===== src/mfhs_pkg.sv =====
`timescale 1ns / 1ps
// Shared types, header codes and lookup tables for the MP3 header scanner.
// No dependencies.
package mfhs_pkg;

  typedef struct packed {
    logic [7:0] data_byte;
    logic       last_byte;
  } in_t;

  typedef struct packed {
    logic        found;
    logic [31:0] hdr_offset;
    logic [10:0] frame_length;
    logic [15:0] sample_rate_hz;
    logic [10:0] frame_samples;
  } out_t;

  // Header bits: version(2), bitrate index(4), rate index(2), padding(1).
  typedef struct packed {
    logic        found;
    logic [31:0] offset;
    logic [8:0]  bits;
  } job_t;

  localparam logic [31:0] POS_MAX     = 32'hFFFF_FFFF;
  localparam logic [7:0]  SYNC_BYTE   = 8'hFF;
  localparam logic [7:0]  SYNC_MASK   = 8'hE0;
  localparam logic [7:0]  ID3_I       = 8'h49;
  localparam logic [7:0]  ID3_D       = 8'h44;
  localparam logic [7:0]  ID3_3       = 8'h33;
  localparam logic [31:0] TAG_HDR_LEN = 32'd10;

  localparam logic [1:0] VER_25    = 2'd0;
  localparam logic [1:0] VER_RES   = 2'd1;
  localparam logic [1:0] VER_2     = 2'd2;
  localparam logic [1:0] VER_1     = 2'd3;
  localparam logic [1:0] LAYER_III = 2'd1;
  localparam logic [1:0] SRI_RES   = 2'd3;
  localparam logic [3:0] BRI_FREE  = 4'd0;
  localparam logic [3:0] BRI_BAD   = 4'd15;

  localparam logic [17:0] COEF_V1 = 18'd144000;
  localparam logic [17:0] COEF_V2 = 18'd72000;
  localparam logic [10:0] SPF_V1  = 11'd1152;
  localparam logic [10:0] SPF_V2  = 11'd576;

  // Divider geometry: quotient never exceeds 1440, so 11 steps suffice.
  localparam int DIV_STEPS = 11;
  localparam int PROD_W    = 26;
  localparam int CNT_W     = 4;

  // Job queue between front and back.
  localparam int QDEPTH = 2;
  localparam int QPTR_W = 1;
  localparam int QCNT_W = 2;

  localparam logic [8:0] KBPS_V1 [16] = '{
    9'd0, 9'd32, 9'd40, 9'd48, 9'd56, 9'd64, 9'd80, 9'd96,
    9'd112, 9'd128, 9'd160, 9'd192, 9'd224, 9'd256, 9'd320, 9'd0
  };
  localparam logic [8:0] KBPS_V2 [16] = '{
    9'd0, 9'd8, 9'd16, 9'd24, 9'd32, 9'd40, 9'd48, 9'd56,
    9'd64, 9'd80, 9'd96, 9'd112, 9'd128, 9'd144, 9'd160, 9'd0
  };

  function automatic logic [15:0] rate_lookup(input logic [1:0] ver, input logic [1:0] sri);
    logic [15:0] r;
    case (ver)
      VER_1: begin
        case (sri)
          2'd1:    r = 16'd48000;
          2'd2:    r = 16'd32000;
          default: r = 16'd44100;
        endcase
      end
      VER_2: begin
        case (sri)
          2'd1:    r = 16'd24000;
          2'd2:    r = 16'd16000;
          default: r = 16'd22050;
        endcase
      end
      default: begin
        case (sri)
          2'd1:    r = 16'd12000;
          2'd2:    r = 16'd8000;
          default: r = 16'd11025;
        endcase
      end
    endcase
    return r;
  endfunction

endpackage


===== src/mfhs_queue.sv =====
`timescale 1ns / 1ps
// Two-entry job queue between the byte front end and the result back end.
// Depends on mfhs_pkg.
module mfhs_queue (
  input  logic          clk,
  input  logic          rst,
  input  logic          push,
  input  mfhs_pkg::job_t wdata,
  output logic          full,
  input  logic          pop,
  output mfhs_pkg::job_t rdata,
  output logic          empty
);
  import mfhs_pkg::*;

  job_t              slot [QDEPTH];
  logic [QPTR_W-1:0] wptr;
  logic [QPTR_W-1:0] rptr;
  logic [QCNT_W-1:0] count;
  logic              do_wr;
  logic              do_rd;

  assign full  = (count == QCNT_W'(QDEPTH));
  assign empty = (count == '0);
  assign rdata = slot[rptr];
  assign do_wr = push && !full;
  assign do_rd = pop && !empty;

  always_ff @(posedge clk) begin
    if (rst) begin
      wptr  <= '0;
      rptr  <= '0;
      count <= '0;
    end else begin
      if (do_wr) begin
        slot[wptr] <= wdata;
        wptr <= (wptr == QPTR_W'(QDEPTH - 1)) ? '0 : wptr + 1'b1;
      end
      if (do_rd) begin
        rptr <= (rptr == QPTR_W'(QDEPTH - 1)) ? '0 : rptr + 1'b1;
      end
      if (do_wr && !do_rd) begin
        count <= count + 1'b1;
      end else if (do_rd && !do_wr) begin
        count <= count - 1'b1;
      end
    end
  end

endmodule


===== src/mfhs_front.sv =====
`timescale 1ns / 1ps
// Byte front end: ID3 skip, sync search and result scheduling per file.
// Depends on mfhs_pkg.
module mfhs_front (
  input  logic           clk,
  input  logic           rst,
  input  logic           accept,
  input  mfhs_pkg::in_t  item,
  output logic           job_push,
  output mfhs_pkg::job_t job
);
  import mfhs_pkg::*;

  logic [31:0] pos;
  logic [23:0] recent;
  logic        tag;
  logic [31:0] scan_start;
  logic        held_valid;
  logic [31:0] held_offset;
  logic [8:0]  held_bits;
  logic        sent;

  logic        active;
  logic        tag_hit;
  logic        in_scan;
  logic [31:0] p;
  logic        hdr_ok;
  logic [8:0]  hdr_bits;
  logic        det;
  logic        hv;
  logic [31:0] ho;
  logic [8:0]  hb;
  logic        emit;
  logic        none;
  logic [31:0] tag_end;

  always_comb begin
    logic [7:0] b1;
    logic [7:0] b2;
    b1 = recent[15:8];
    b2 = recent[7:0];
    hdr_bits = {b1[4:3], b2[7:4], b2[3:2], b2[1]};
    hdr_ok = (recent[23:16] == SYNC_BYTE) && ((b1 & SYNC_MASK) == SYNC_MASK) &&
             (b1[2:1] == LAYER_III) && (b1[4:3] != VER_RES) &&
             (b2[3:2] != SRI_RES) && (b2[7:4] != BRI_FREE) && (b2[7:4] != BRI_BAD);
  end

  assign active  = !sent && (pos != POS_MAX);
  assign tag_hit = active && (pos == 32'd2) && (recent[15:8] == ID3_I) &&
                   (recent[7:0] == ID3_D) && (item.data_byte == ID3_3);
  assign p       = pos - 32'd3;
  // With a tag, the scan start is known from the tenth byte on and is at least 10.
  assign in_scan = !tag || ((pos >= TAG_HDR_LEN) && (p >= scan_start));
  assign det     = active && (pos >= 32'd3) && !held_valid && in_scan && hdr_ok;
  assign hv      = held_valid || det;
  assign ho      = det ? p : held_offset;
  assign hb      = det ? hdr_bits : held_bits;
  assign emit    = active && (pos >= 32'd9) && hv;
  assign none    = item.last_byte && !emit && !sent;
  assign tag_end = TAG_HDR_LEN + {4'd0, recent[22:16], recent[14:8], recent[6:0],
                                  item.data_byte[6:0]};

  assign job_push   = accept && (emit || none);
  assign job.found  = emit;
  assign job.offset = emit ? ho : '0;
  assign job.bits   = emit ? hb : '0;

  always_ff @(posedge clk) begin
    if (rst) begin
      pos        <= '0;
      recent     <= '0;
      tag        <= 1'b0;
      scan_start <= '0;
      held_valid <= 1'b0;
      held_offset <= '0;
      held_bits  <= '0;
      sent       <= 1'b0;
    end else if (accept) begin
      if (item.last_byte) begin
        pos        <= '0;
        recent     <= '0;
        tag        <= 1'b0;
        scan_start <= '0;
        held_valid <= 1'b0;
        held_offset <= '0;
        held_bits  <= '0;
        sent       <= 1'b0;
      end else begin
        recent <= {recent[15:0], item.data_byte};
        if (pos != POS_MAX) begin
          pos <= pos + 32'd1;
        end
        if (tag_hit) begin
          tag <= 1'b1;
        end
        if (active && tag && (pos == 32'd9)) begin
          scan_start <= tag_end;
        end
        if (det) begin
          held_valid  <= 1'b1;
          held_offset <= p;
          held_bits   <= hdr_bits;
        end
        if (emit) begin
          sent <= 1'b1;
        end
      end
    end
  end

endmodule


===== src/mfhs_back.sv =====
`timescale 1ns / 1ps
// Result back end: table lookups, length multiply, 11-step divide, result register.
// Depends on mfhs_pkg.
module mfhs_back (
  input  logic           clk,
  input  logic           rst,
  input  logic           q_empty,
  input  mfhs_pkg::job_t job,
  output logic           q_pop,
  output mfhs_pkg::out_t result,
  output logic           empty,
  input  logic           pop
);
  import mfhs_pkg::*;

  typedef enum logic [1:0] {B_IDLE, B_MUL, B_DIV, B_HOLD} bstate_t;

  bstate_t           state;
  logic              found_r;
  logic [31:0]       offset_r;
  logic              pad_r;
  logic              v1_r;
  logic [15:0]       rate_r;
  logic [8:0]        kbps_r;
  logic [PROD_W-1:0] rem;
  logic [PROD_W-1:0] dsr;
  logic [10:0]       quo;
  logic [CNT_W-1:0]  cnt;
  logic              out_valid;
  out_t              out_r;

  logic [17:0]       coef;
  logic [26:0]       prod;
  logic              ge;

  assign q_pop  = (state == B_IDLE) && !q_empty;
  assign empty  = !out_valid;
  assign result = out_r;
  assign coef   = v1_r ? COEF_V1 : COEF_V2;
  assign prod   = coef * kbps_r;
  assign ge     = (rem >= dsr);

  always_ff @(posedge clk) begin
    if (rst) begin
      state     <= B_IDLE;
      out_valid <= 1'b0;
    end else begin
      if (pop && out_valid) begin
        out_valid <= 1'b0;
      end
      unique case (state)
        B_IDLE: begin
          if (q_pop) begin
            found_r  <= job.found;
            offset_r <= job.offset;
            pad_r    <= job.bits[0];
            v1_r     <= (job.bits[8:7] == VER_1);
            rate_r   <= rate_lookup(job.bits[8:7], job.bits[2:1]);
            kbps_r   <= (job.bits[8:7] == VER_1) ? KBPS_V1[job.bits[6:3]]
                                                 : KBPS_V2[job.bits[6:3]];
            quo      <= '0;
            state    <= job.found ? B_MUL : B_HOLD;
          end
        end
        B_MUL: begin
          rem   <= prod[PROD_W-1:0];
          dsr   <= PROD_W'({rate_r, {(DIV_STEPS - 1){1'b0}}});
          cnt   <= CNT_W'(DIV_STEPS - 1);
          state <= B_DIV;
        end
        B_DIV: begin
          if (ge) begin
            rem <= rem - dsr;
          end
          quo <= {quo[9:0], ge};
          dsr <= dsr >> 1;
          if (cnt == '0) begin
            state <= B_HOLD;
          end else begin
            cnt <= cnt - 1'b1;
          end
        end
        B_HOLD: begin
          if (!out_valid) begin
            out_valid            <= 1'b1;
            out_r.found          <= found_r;
            out_r.hdr_offset     <= found_r ? offset_r : '0;
            out_r.frame_length   <= found_r ? quo + {10'd0, pad_r} : '0;
            out_r.sample_rate_hz <= found_r ? rate_r : '0;
            out_r.frame_samples  <= found_r ? (v1_r ? SPF_V1 : SPF_V2) : '0;
            state                <= B_IDLE;
          end
        end
        default: state <= B_IDLE;
      endcase
    end
  end

endmodule


===== src/mp3_frame_header_scanner_core.sv =====
`timescale 1ns / 1ps
// Top level of the MP3 frame header scanner: front end, job queue, back end.
// Depends on mfhs_pkg, mfhs_front, mfhs_queue, mfhs_back.

// Bytes of one file go in one beat per clock, with last_byte on the final byte.
// The front end skips an ID3 tag by its syncsafe size, finds the first valid
// Layer III header and queues one job per file (found, or not found at the
// last byte). Input runs at one byte per cycle while the two-entry job queue
// has room; full rises only when two jobs are waiting. The back end takes
// one job at a time: table lookup, one 18x9 multiply, an 11-step restoring
// divide by the sample rate, result load; a not-found job skips multiply and
// divide. The divider sets how fast back-to-back short files can be taken.
// The result waits in a one-beat output register until popped; bytes after
// the reported header are absorbed until last_byte, which re-arms the block.
module mp3_frame_header_scanner_core (
  input  logic           clk,
  input  logic           rst,
  input  logic           push,
  output logic           full,
  input  mfhs_pkg::in_t  item,
  output logic           empty,
  input  logic           pop,
  output mfhs_pkg::out_t result
);
  import mfhs_pkg::*;

  logic accept;
  logic job_push;
  job_t job_in;
  job_t job_out;
  logic q_empty;
  logic q_pop;

  // A byte is taken only when the queue can hold any job it may produce.
  assign accept = push && !full;

  mfhs_front u_front (
    .clk      (clk),
    .rst      (rst),
    .accept   (accept),
    .item     (item),
    .job_push (job_push),
    .job      (job_in)
  );

  mfhs_queue u_queue (
    .clk   (clk),
    .rst   (rst),
    .push  (job_push),
    .wdata (job_in),
    .full  (full),
    .pop   (q_pop),
    .rdata (job_out),
    .empty (q_empty)
  );

  mfhs_back u_back (
    .clk     (clk),
    .rst     (rst),
    .q_empty (q_empty),
    .job     (job_out),
    .q_pop   (q_pop),
    .result  (result),
    .empty   (empty),
    .pop     (pop)
  );

endmodule


===== config.mk =====
export PLATFORM = sky130hd
export DESIGN_NAME = mp3_frame_header_scanner_core
export DESIGN_NICKNAME = d
export VERILOG_FILES = /design/src/mfhs_pkg.sv /design/src/mfhs_queue.sv /design/src/mfhs_front.sv /design/src/mfhs_back.sv /design/src/mp3_frame_header_scanner_core.sv
export SDC_FILE = /design/constraint.sdc
export NUM_CORES = 1
export LEC_CHECK = 0
export ABC_AREA = 1
export CAP_MARGIN = 40
export CORE_UTILIZATION = 50
export CTS_BUF_LIST = sky130_fd_sc_hd__clkbuf_4
export DETAILED_ROUTE_END_ITERATION = 8
export DONT_BUFFER_PORTS = 1
export PLACE_DENSITY = 0.69
export SKIP_CTS_REPAIR_TIMING = 1
export SLEW_MARGIN = 25
export SYNTH_ARGS = -nofsm -noshare
export SYNTH_HDL_FRONTEND = slang
export SYNTH_SLANG_ARGS = --single-unit

===== constraint.sdc =====
create_clock -name clk -period 6.85 [get_ports clk]
set_input_delay 1.7125 -clock clk [delete_from_list [all_inputs] [get_ports clk]]
set_output_delay 1.7125 -clock clk [all_outputs]
set_load 0.01 [all_outputs]

==> impl_metrics.json, run 1 <==
{
  "synth_compound_area_share_pct": 10.20,
  "ys_warn_count": 0,
  "worstSetupPathType": "flip-flop to flip-flop",
  "syn_avg_cell_area_um2": 8.430,
  "syn_area_um2": 22030,
  "seqPwrFrac_pct": 39.1,
  "cp_common_cell": "nand2_1",
  "htreeDepth": 3,
  "critPathCaptureType": "flip-flop",
  "area_growth_pct": 8.241,
  "dpl.cell_count": 3119,
  "die_w_um": 211.9,
  "viasPerCell": 5.202,
  "cp_slowest_cell": "nor2_4",
  "synth_edf_count": 266,
  "row_count": 76,
  "finalCritPeriodShare_pct": 76.22,
  "synth_ff_type": "edfxtp_1",
  "critPathArrivalTime_ps": 5710,
  "ir_worst_vdd_uv": 208.9,
  "maxCapViolations": 0,
  "port_buffers": 0,
  "placed_area_um2": 22480,
  "power_switching_mw": 3.092,
  "die_area_um2": 44900,
  "pwr_density_cell_nw_per_um2": 345.8,
  "final_max_slew_viol_count": 0,
  "wl_um": 50380,
  "numCtsBuffers": 106,
  "firstDrtPassIters": 8,
  "p_leak_nw": 10.01,
  "grt_max_degree": 97,
  "setup_ws_ps": 1629,
  "drt_first_iter_violations": 1357,
  "period_minus_slack_ps": 5221,
  "finClkSkew_ps": 62.39,
  "clk_path_buf_depth": 3,
  "synthDistinctLibCells": 53,
  "critPathLaunchType": "flip-flop",
  "track_usage_pct": 23.13,
  "antenna_found_initial": 2,
  "report.final.setup_viol": 0,
  "yosysTopAreaCell": "edfxtp_1",
  "grt_pass1_wl_um": 82720,
  "synth_top_family_by_area": "simple AND/OR/NAND/NOR gates",
  "clk_root_buffer_cell": "clkbuf_4",
  "synth-seq-cells": 403,
  "detailedPlace.worstSlack_ps": 1654,
  "p_int_mw": 5.154,
  "fmax_mhz": 191.5,
  "synth_top_area_share_pct": 36.26,
  "tritoncts": "built",
  "hold_violations": 0,
  "synth_simple_gate_area_share_pct": 21.55,
  "start_util_pct": 50.91,
  "core-area_um2": 43270,
  "cp_max_fo": 42,
  "clk_pin_slew_ps": 60,
  "clock_sinks": 403,
  "mostFrequentLayoutCells": "nand2_1 (613), inv_1 (394), edfxtp_1 (266)",
  "synthXorXnorAreaFrac_pct": 1.789,
  "hpwl_um": 36750,
  "routed-via-count": 17260,
  "setup_tns_ps": 0,
  "synthCells": 2613,
  "status": "finished clean",
  "finalNetCount": 2791,
  "antenna_left": 0,
  "drc": 0,
  "io_pins": 86,
  "die_y_um": 211.9,
  "worstPathRequired_ps": 7340,
  "clk_latency_ps": 860,
  "layout-drive-gt1-share_pct": 9.747,
  "critical-path-max-stage-delay_ps": 560,
  "post_drt_wl_per_cell_um": 15.18,
  "slew_headroom_pct": 47.32,
  "rsz0062_at_grt": "no",
  "grt_pass1_vias": 16580,
  "pwr-share-clk_pct": 25.1,
  "synth_fa_ha_area_share_pct": 8.349,
  "synth.area.top_cells": "edfxtp_1 (36%), dfxtp_1 (12%), nand2_1 (10%)",
  "design_area_um2": 23840,
  "final_cells": 3318,
  "final_common_cell": "nand2_1",
  "tightest_slew_ps": 787.2,
  "p_comb_share_pct": 35.9,
  "synth_mux_area_share_pct": 0.04544,
  "globalplace.congestion": 0.9134,
  "grt_overflow_total": 0,
  "hp-class": "flip-flop to flip-flop",
  "switching_share_pct": 37.49,
  "async_flop_share_pct": 0,
  "seq_area_frac_synth_pct": 48.71
}
[sequential cells by signal, summed over array words and instances (netlist names), 2 cells and up, named ones only]
name	flops
u_front.held_bits	9
u_back.offset_r	32
u_back.rem	26
u_queue.count	2
u_back.rate_r	14
u_front.scan_start	29
u_back.result	60
u_back.cnt	4
u_back.state	2
u_back.dsr	26
u_front.held_offset	32
u_queue.slot	84
u_back.kbps_r	6
u_front.pos	32
u_front.recent	24
u_back.quo	11
[per-layer routing]
| layer | global-route usage (%) | share of wire (%) |
|---|---|---|
| met5 | 0 | 0 |
| met4 | 8.821 | 2.6 |
| met3 | 5.192 | 6.5 |
| met2 | 35.64 | 44 |
| met1 | 31.64 | 46 |
[worst paths after layout]
path	start	end	slack, ps	cells past startpoint
min reg2reg	u_front.scan_start[1]$_SDFFE_PP0P_	u_front.scan_start[1]$_SDFFE_PP0P_	460	2
min	u_front.scan_start[1]$_SDFFE_PP0P_	u_front.scan_start[1]$_SDFFE_PP0P_	460	2
max reg2reg	u_front.pos[0]$_SDFFE_PP0P_	u_queue.slot[1][20]$_DFFE_PP_	1630	25
max	u_front.pos[0]$_SDFFE_PP0P_	u_queue.slot[1][20]$_DFFE_PP_	1630	25
[power groups by stage]
stage | clock network (mW) | registers (mW) | logic [mW]
after floorplan | 0 | 3.23 | 2.22
after global placement | 0 | 3.26 | 2.84
after detailed placement | 0 | 3.27 | 2.93
after CTS | 2.13 | 3.22 | 2.96
after global routing | 2.25 | 3.25 | 3.41
final | 2.07 | 3.22 | 2.96
[through the flow]
step	hold slack [ps]	util, %	power [mW]
4_1_cts	460.8	55.08	8.312
3_5_place_dp	445.9	51.95	6.200
3_3_place_gp	435.6	51.82	6.100
5_1_grt	471.0	55.11	8.908
2_1_floorplan	424.4	-	5.448
6_report	464.3	55.11	8.246
[cell families after synthesis]
| group | count (synthesis) |
|---|---|
| simple gates | 1101 |
| other cells | 2 |
| compound gates | 414 |
| mux | 1 |
| fa+ha+maj | 135 |
| buf+inv | 512 |
| xor+xnor | 45 |
| flops | 403 |
[critical path, delay by kind of cell, from the launching register on]
kind                     cells  cell delay [ps]
buffers and inverters        4              630
flip-flops                   1              390
adder cells (fa/ha/maj)      2              540
AO/OA/AOI/OAI                2              260
AND/OR/NAND/NOR             16             2740
XOR/XNOR                     1              290
[synth_stat cells, drive strengths merged, types with 8 or more instances]
| cell | number |
|---|---|
| clkbuf | 69 |
| fa | 20 |
| nor3 | 55 |
| o21a | 8 |
| xnor2 | 10 |
| ha | 115 |
| a31oi | 10 |
| nand2 | 622 |
| dfxtp | 137 |
| a21oi | 212 |
| nor2 | 222 |
| o21ai | 136 |
| nand4 | 28 |
| inv | 400 |
| edfxtp | 266 |
| buf | 41 |
| a211oi | 17 |
| xor2 | 35 |
| nand3b | 12 |
| nand3 | 128 |
| nor4 | 15 |
| or2 | 14 |
[final cells by class]
class | instances | area (um2)
Clock buffer | 151 | 1134
Clock inverter | 43 | 219.0
Antenna cell | 4 | 10.01
Tap cell | 585 | 732.0
Inverter | 402 | 1509
Timing Repair Buffer | 17 | 152.6
Fill cell | 4016 | 19420
Sequential cell | 403 | 10730
Multi-Input combinational cell | 1713 | 9358
No activity file was read; power rests on OpenSTA's default activity.
==> inputs of run 2 (changes only) <==
==> constraint.sdc (replaced) <==
create_clock -name clk -period 5.2 [get_ports clk]
set_input_delay 1.3 -clock clk [delete_from_list [all_inputs] [get_ports clk]]
set_output_delay 1.3 -clock clk [all_outputs]
set_load 0.01 [all_outputs]
==> run 2 against run 1 <==
Effect of this change: routed wire length is 2.3% higher; utilization up 0.11 points; first-iteration DRC count down 19%; cell count is the same; clock skew increased by 22 ps; worst hold slack got worse by 3.4 ps; total power grew 32%; setup slack got worse by 1200 ps; non-clock buffer count increased by 7; critical path depth down 5; global-route usage increased by 0.31 points; combinational power increased by 32%.
==> impl_metrics.json, run 2 (same netlist as run 1, synthesis figures left out) <==
{
  "critPathArrivalTime_ps": 5340,
  "wl_um": 51520,
  "core-area_um2": 43270,
  "routed-via-count": 17490,
  "hp-class": "flip-flop to flip-flop",
  "critical-path-max-stage-delay_ps": 510,
  "clock_sinks": 403,
  "clk_path_buf_depth": 3,
  "rsz0062_at_grt": "no",
  "report.final.setup_viol": 0,
  "grt_pass1_wl_um": 83810,
  "pwr-share-clk_pct": 24.9,
  "fillers": 3906,
  "maxCapViolations": 0,
  "track_usage_pct": 23.45,
  "grt_pass1_vias": 17150,
  "post_drt_wl_per_cell_um": 15.53,
  "slew_headroom_pct": 46.41,
  "pwr_density_cell_nw_per_um2": 454.2,
  "finClkSkew_ps": 84.58,
  "tightest_slew_ps": 803.8,
  "setup_tns_ps": 0,
  "critPathCaptureType": "flip-flop",
  "die_y_um": 211.9,
  "fmax_mhz": 209.2,
  "grt_busiest_layer": "met2",
  "antenna_found_initial": 1,
  "clk_latency_ps": 860,
  "io_pins": 86,
  "grt_max_degree": 97,
  "drc": 0,
  "die_w_um": 211.9,
  "htreeDepth": 3,
  "grt_use_met2_pct": 37.38,
  "viasPerCell": 5.271,
  "hpwl_um": 36980,
  "p_int_mw": 6.770,
  "ir_worst_vdd_uv": 263.9,
  "start_util_pct": 50.91,
  "design_area_um2": 23890,
  "cp_max_fo": 16,
  "firstDrtPassIters": 7,
  "numCtsBuffers": 104,
  "final_common_cell": "nand2_1",
  "seqPwrFrac_pct": 39.1,
  "status": "finished clean",
  "p_leak_nw": 10.04,
  "critPathLaunchType": "flip-flop",
  "path_buf_inv": 5,
  "grt_util_met3_pct": 4.361,
  "seq_area_um2": 10730,
  "globalplace.congestion": 0.9110,
  "setup_ws_ps": 420.9,
  "finalNetCount": 2796,
  "area_growth_pct": 8.452,
  "antenna_left": 0,
  "port_buffers": 0,
  "cp_slowest_cell": "fa_1",
  "final_max_slew_viol_count": 0,
  "clk_root_buffer_cell": "clkbuf_4",
  "worstPathRequired_ps": 5760,
  "largest_reg_flops": 84,
  "mostFrequentLayoutCells": "nand2_1 (613), inv_1 (394), edfxtp_1 (266)",
  "grtUsageMet1_pct": 31.54,
  "detailedPlace.worstSlack_ps": 411.4,
  "cp_top_family": "adder cells",
  "largest_register": "u_queue.slot",
  "clk_pin_slew_ps": 70,
  "layout-drive-gt1-share_pct": 10.03,
  "placed_area_um2": 22550,
  "finalCritPeriodShare_pct": 91.91,
  "power_switching_mw": 4.081,
  "crit_chain": "buf_4 -> inv_1 -> nand2_1 -> fa_1 -> inv_1 -> fa_1 -> fa_1 -> ha_1 -> ha_1 -> inv_1 -> o21ai_0 -> inv_1 -> o21ai_0 -> a31oi_1 -> o21ai_0 -> nand2_1 -> nand2_1 -> a21oi_1 -> xor2_1 -> o21ai_0",
  "period_minus_slack_ps": 4779,
  "hold_ws_ps": 460.9,
  "switching_share_pct": 37.61,
  "p_comb_share_pct": 36.0,
  "hold_violations": 0,
  "die_area_um2": 44900,
  "worstSetupPathType": "flip-flop to flip-flop",
  "row_count": 76,
  "tritoncts": "built",
  "grt_overflow_total": 0,
  "drt_first_iter_violations": 1101,
  "multi_input_area_um2": 9358
}
## run 2: worst paths after layout
path	startpoint	end	slack [ps]	cells after the start
max	u_back.v1_r$_DFFE_PP_	u_back.rem[25]$_DFFE_PP_	420	20
min	u_queue.rptr$_SDFFE_PP0P_	flip-flop	460	1
min reg2reg	u_queue.rptr$_SDFFE_PP0P_	flip-flop	460	1
max reg2reg	u_back.v1_r$_DFFE_PP_	u_back.rem[25]$_DFFE_PP_	420	20
## run 2: cell type report
| type | count | share of cell area (%) |
|---|---|---|
| flip-flops and latches | 403 | 44.91 |
| multi-input cells | 1713 | 39.17 |
| well taps | 585 | 3.064 |
| repair buffers | 24 | 0.9427 |
| inverters | 402 | 6.316 |
| clock inverters | 34 | 0.7018 |
| diodes | 2 | 0.02095 |
| clock buffers | 155 | 4.871 |
## run 2: worst register-to-register path, stage by stage, from the launching register on
cell	delay, ps
edfxtp_1	490
buf_4	230
inv_1	70
nand2_1	80
fa_1	510
inv_1	50
fa_1	470
fa_1	500
ha_1	310
ha_1	320
inv_1	70
o21ai_0	270
inv_1	80
o21ai_0	280
a31oi_1	170
o21ai_0	220
nand2_1	100
nand2_1	70
a21oi_1	60
xor2_1	120
o21ai_0	80
## run 2: stage by stage
step / util (%) / cells / power, mW
after global placement: 51.92 / 3121 / 8.039
after CTS: 55.19 / 3315 / 10.92
after detailed placement: 52.12 / 3126 / 8.166
after global routing: 55.22 / 3318 / 11.70
after floorplan: - / 2628 / 7.176
final: 55.22 / 3318 / 10.85
## run 2: metal layers
| layer | wire length [um] | up-vias | share of wire, % |
|---|---|---|---|
| li1 | - | 8705 | - |
| met1 | 23860 | 8123 | 46 |
| met2 | 23030 | 574 | 45 |
| met3 | 3322 | 88 | 6.4 |
| met4 | 1308 | 0 | 2.5 |
| met5 | 0 | - | 0 |
## run 2: power groups by stage
stage	Clock (mW)	Sequential [mW]	Combinational [mW]
floorplan	0	4.25	2.93
global placement	0	4.29	3.74
detailed placement	0	4.30	3.86
CTS	2.79	4.24	3.90
global route	2.94	4.27	4.49
finish	2.70	4.24	3.91
==> inputs of run 3 (changes only) <==
--- a/config.mk
+++ b/config.mk
@@ -12,6 +12,7 @@
 export DETAILED_ROUTE_END_ITERATION = 8
 export DONT_BUFFER_PORTS = 1
 export PLACE_DENSITY = 0.69
+export SETUP_SLACK_MARGIN = 0.5
 export SKIP_CTS_REPAIR_TIMING = 1
 export SLEW_MARGIN = 25
 export SYNTH_ARGS = -nofsm -noshare
==> run 3 against run 2 <==
Effect of this change: total power increased by 2.2%; critical endpoint unchanged; flip-flop and latch count unchanged; via count is 0.43% lower; critical path type unchanged.
==> impl_metrics.json, run 3 (same netlist as run 1, synthesis figures left out) <==
{
  "status": "finished clean",
  "routed-via-count": 17420,
  "worstPathRequired_ps": 5760,
  "worstSetupPathType": "flip-flop to flip-flop",
  "final_common_cell": "nand2_1",
  "fmax_mhz": 223.9,
  "die_area_um2": 44900,
  "slew_headroom_pct": 46.18,
  "numCtsBuffers": 104,
  "p_int_mw": 6.930,
  "cp_max_fo": 12,
  "final_max_slew_viol_count": 0,
  "htreeDepth": 3,
  "clk_root_buffer_cell": "clkbuf_4",
  "worst_r2r_path_depth": 20,
  "antenna_found_initial": 3,
  "clk_pin_slew_ps": 70,
  "critPathCaptureType": "flip-flop",
  "pwr-share-clk_pct": 24.8,
  "p_comb_share_pct": 37.1,
  "rsz0062_at_grt": "yes",
  "seqPwrFrac_pct": 38.1,
  "layout-drive-gt1-share_pct": 10.21,
  "grt_max_degree": 97,
  "antenna_left": 0,
  "mostFrequentLayoutCells": "nand2_1 (613), inv_1 (394), edfxtp_1 (266)",
  "start_util_pct": 50.91,
  "finClkSkew_ps": 61.94,
  "hold_ws_ps": 456.8,
  "largest_reg_flops": 84,
  "drt_first_iter_violations": 1227,
  "post_drt_wl_per_cell_um": 15.36,
  "hold_violations": 0,
  "tritoncts": "built",
  "report.final.setup_viol": 0,
  "critPathArrivalTime_ps": 5030,
  "die_w_um": 211.9,
  "wl_um": 50970,
  "period_minus_slack_ps": 4466,
  "pwr_density_cell_nw_per_um2": 462.3,
  "die_y_um": 211.9,
  "track_usage_pct": 23.41,
  "viasPerCell": 5.247,
  "hp-class": "flip-flop to flip-flop",
  "switching_share_pct": 37.53,
  "critPathLaunchType": "flip-flop",
  "firstDrtPassIters": 5,
  "clk_latency_ps": 850,
  "ir_worst_vdd_uv": 357.3,
  "largest_register": "u_queue.slot",
  "grt_pass1_vias": 16800,
  "row_count": 76,
  "area_growth_pct": 8.935,
  "clock_sinks": 403,
  "setup_tns_ps": 0,
  "finalCritPeriodShare_pct": 85.88,
  "port_buffers": 0,
  "p_leak_nw": 10.06,
  "finalNetCount": 2798,
  "maxCapViolations": 0,
  "design_area_um2": 24000,
  "fin_util_pct": 55.46,
  "hpwl_um": 36870,
  "grt_pass1_wl_um": 84170,
  "power_switching_mw": 4.163,
  "tightest_slew_ps": 798.8,
  "grt_overflow_total": 0,
  "core-area_um2": 43270,
  "io_pins": 86,
  "clk_path_buf_depth": 3,
  "p_total_mw": 11.09,
  "worstHoldPathCells": 2,
  "globalplace.congestion": 0.9209,
  "drc": 0,
  "placed_area_um2": 22550
}
[run 3: changes by cell type in the layout (fill, tap and decap cells not counted), moves of 2 or more]
cell,previous run,this run
clkbuf_4,155,150
o21ai_0,132,127
clkinv_2,3,6
o21ai_1,2,5
buf_6,0,2
bufinv_16,0,2
clkinv_1,26,28
ha_1,114,112
ha_4,0,2
inv_6,4,2
o21ai_2,1,3
[run 3: metrics by stage]
step | setup WS, ps | instances
after global routing | 443.2 | 3319
after detailed placement | 326.2 | 3125
after global placement | 482.2 | 3121
after CTS | 286.8 | 3313
after floorplan | 536.8 | 2628
final | 734.0 | 3319
[run 3: worst max-delay path, cell delays in order (launching register included)]
cell      delay [ps]
edfxtp_1         480
buf_6            190
inv_1             50
nand2_1           80
fa_1             530
inv_1             50
fa_1             460
fa_1             490
ha_1             350
ha_4             290
inv_1             80
o21ai_2          190
inv_1             70
o21ai_2          160
a31oi_2          120
o21ai_1          160
nand2_1           90
nand2_1           70
a21oi_1           60
xor2_1           150
o21ai_0           90
[run 3: power by group through the flow]
stage / clock network, mW / registers (mW) / logic (mW)
2_1_floorplan: 0 / 4.25 / 2.93
3_3_place_gp: 0 / 4.29 / 3.78
3_5_place_dp: 0 / 4.30 / 3.89
4_1_cts: 2.82 / 4.23 / 3.94
5_1_grt: 2.99 / 4.27 / 4.70
6_report: 2.75 / 4.23 / 4.11
[run 3: path summary, 6_finish.rpt]
path,startpoint,endpoint,slack [ps]
worst max-delay path,u_back.v1_r$_DFFE_PP_,u_back.rem[25]$_DFFE_PP_,730
worst min register to register,u_front.scan_start[2]$_SDFFE_PP0P_,u_front.scan_start[2]$_SDFFE_PP0P_,460
worst max register to register,u_back.v1_r$_DFFE_PP_,u_back.rem[25]$_DFFE_PP_,730
worst min-delay path,u_front.scan_start[2]$_SDFFE_PP0P_,u_front.scan_start[2]$_SDFFE_PP0P_,460
[run 3: cell type report]
class	instances	area, um2
inverters	402	1509
fillers	3963	19270
well taps	585	732.0
multi-input cells	1713	9410
diodes	2	5.005
clock buffers	150	1126
flip-flops and latches	403	10730
repair buffers	26	255.2
clock inverters	38	229.0
[run 3: metal layers]
layer | global-route usage, % | vias up | share of wire (%)
met5 | 0 | - | 0.022
met4 | 7.846 | 2 | 2.4
met3 | 4.970 | 100 | 6.1
met2 | 36.44 | 511 | 44
met1 | 32.30 | 8102 | 47
li1 | - | 8700 | -
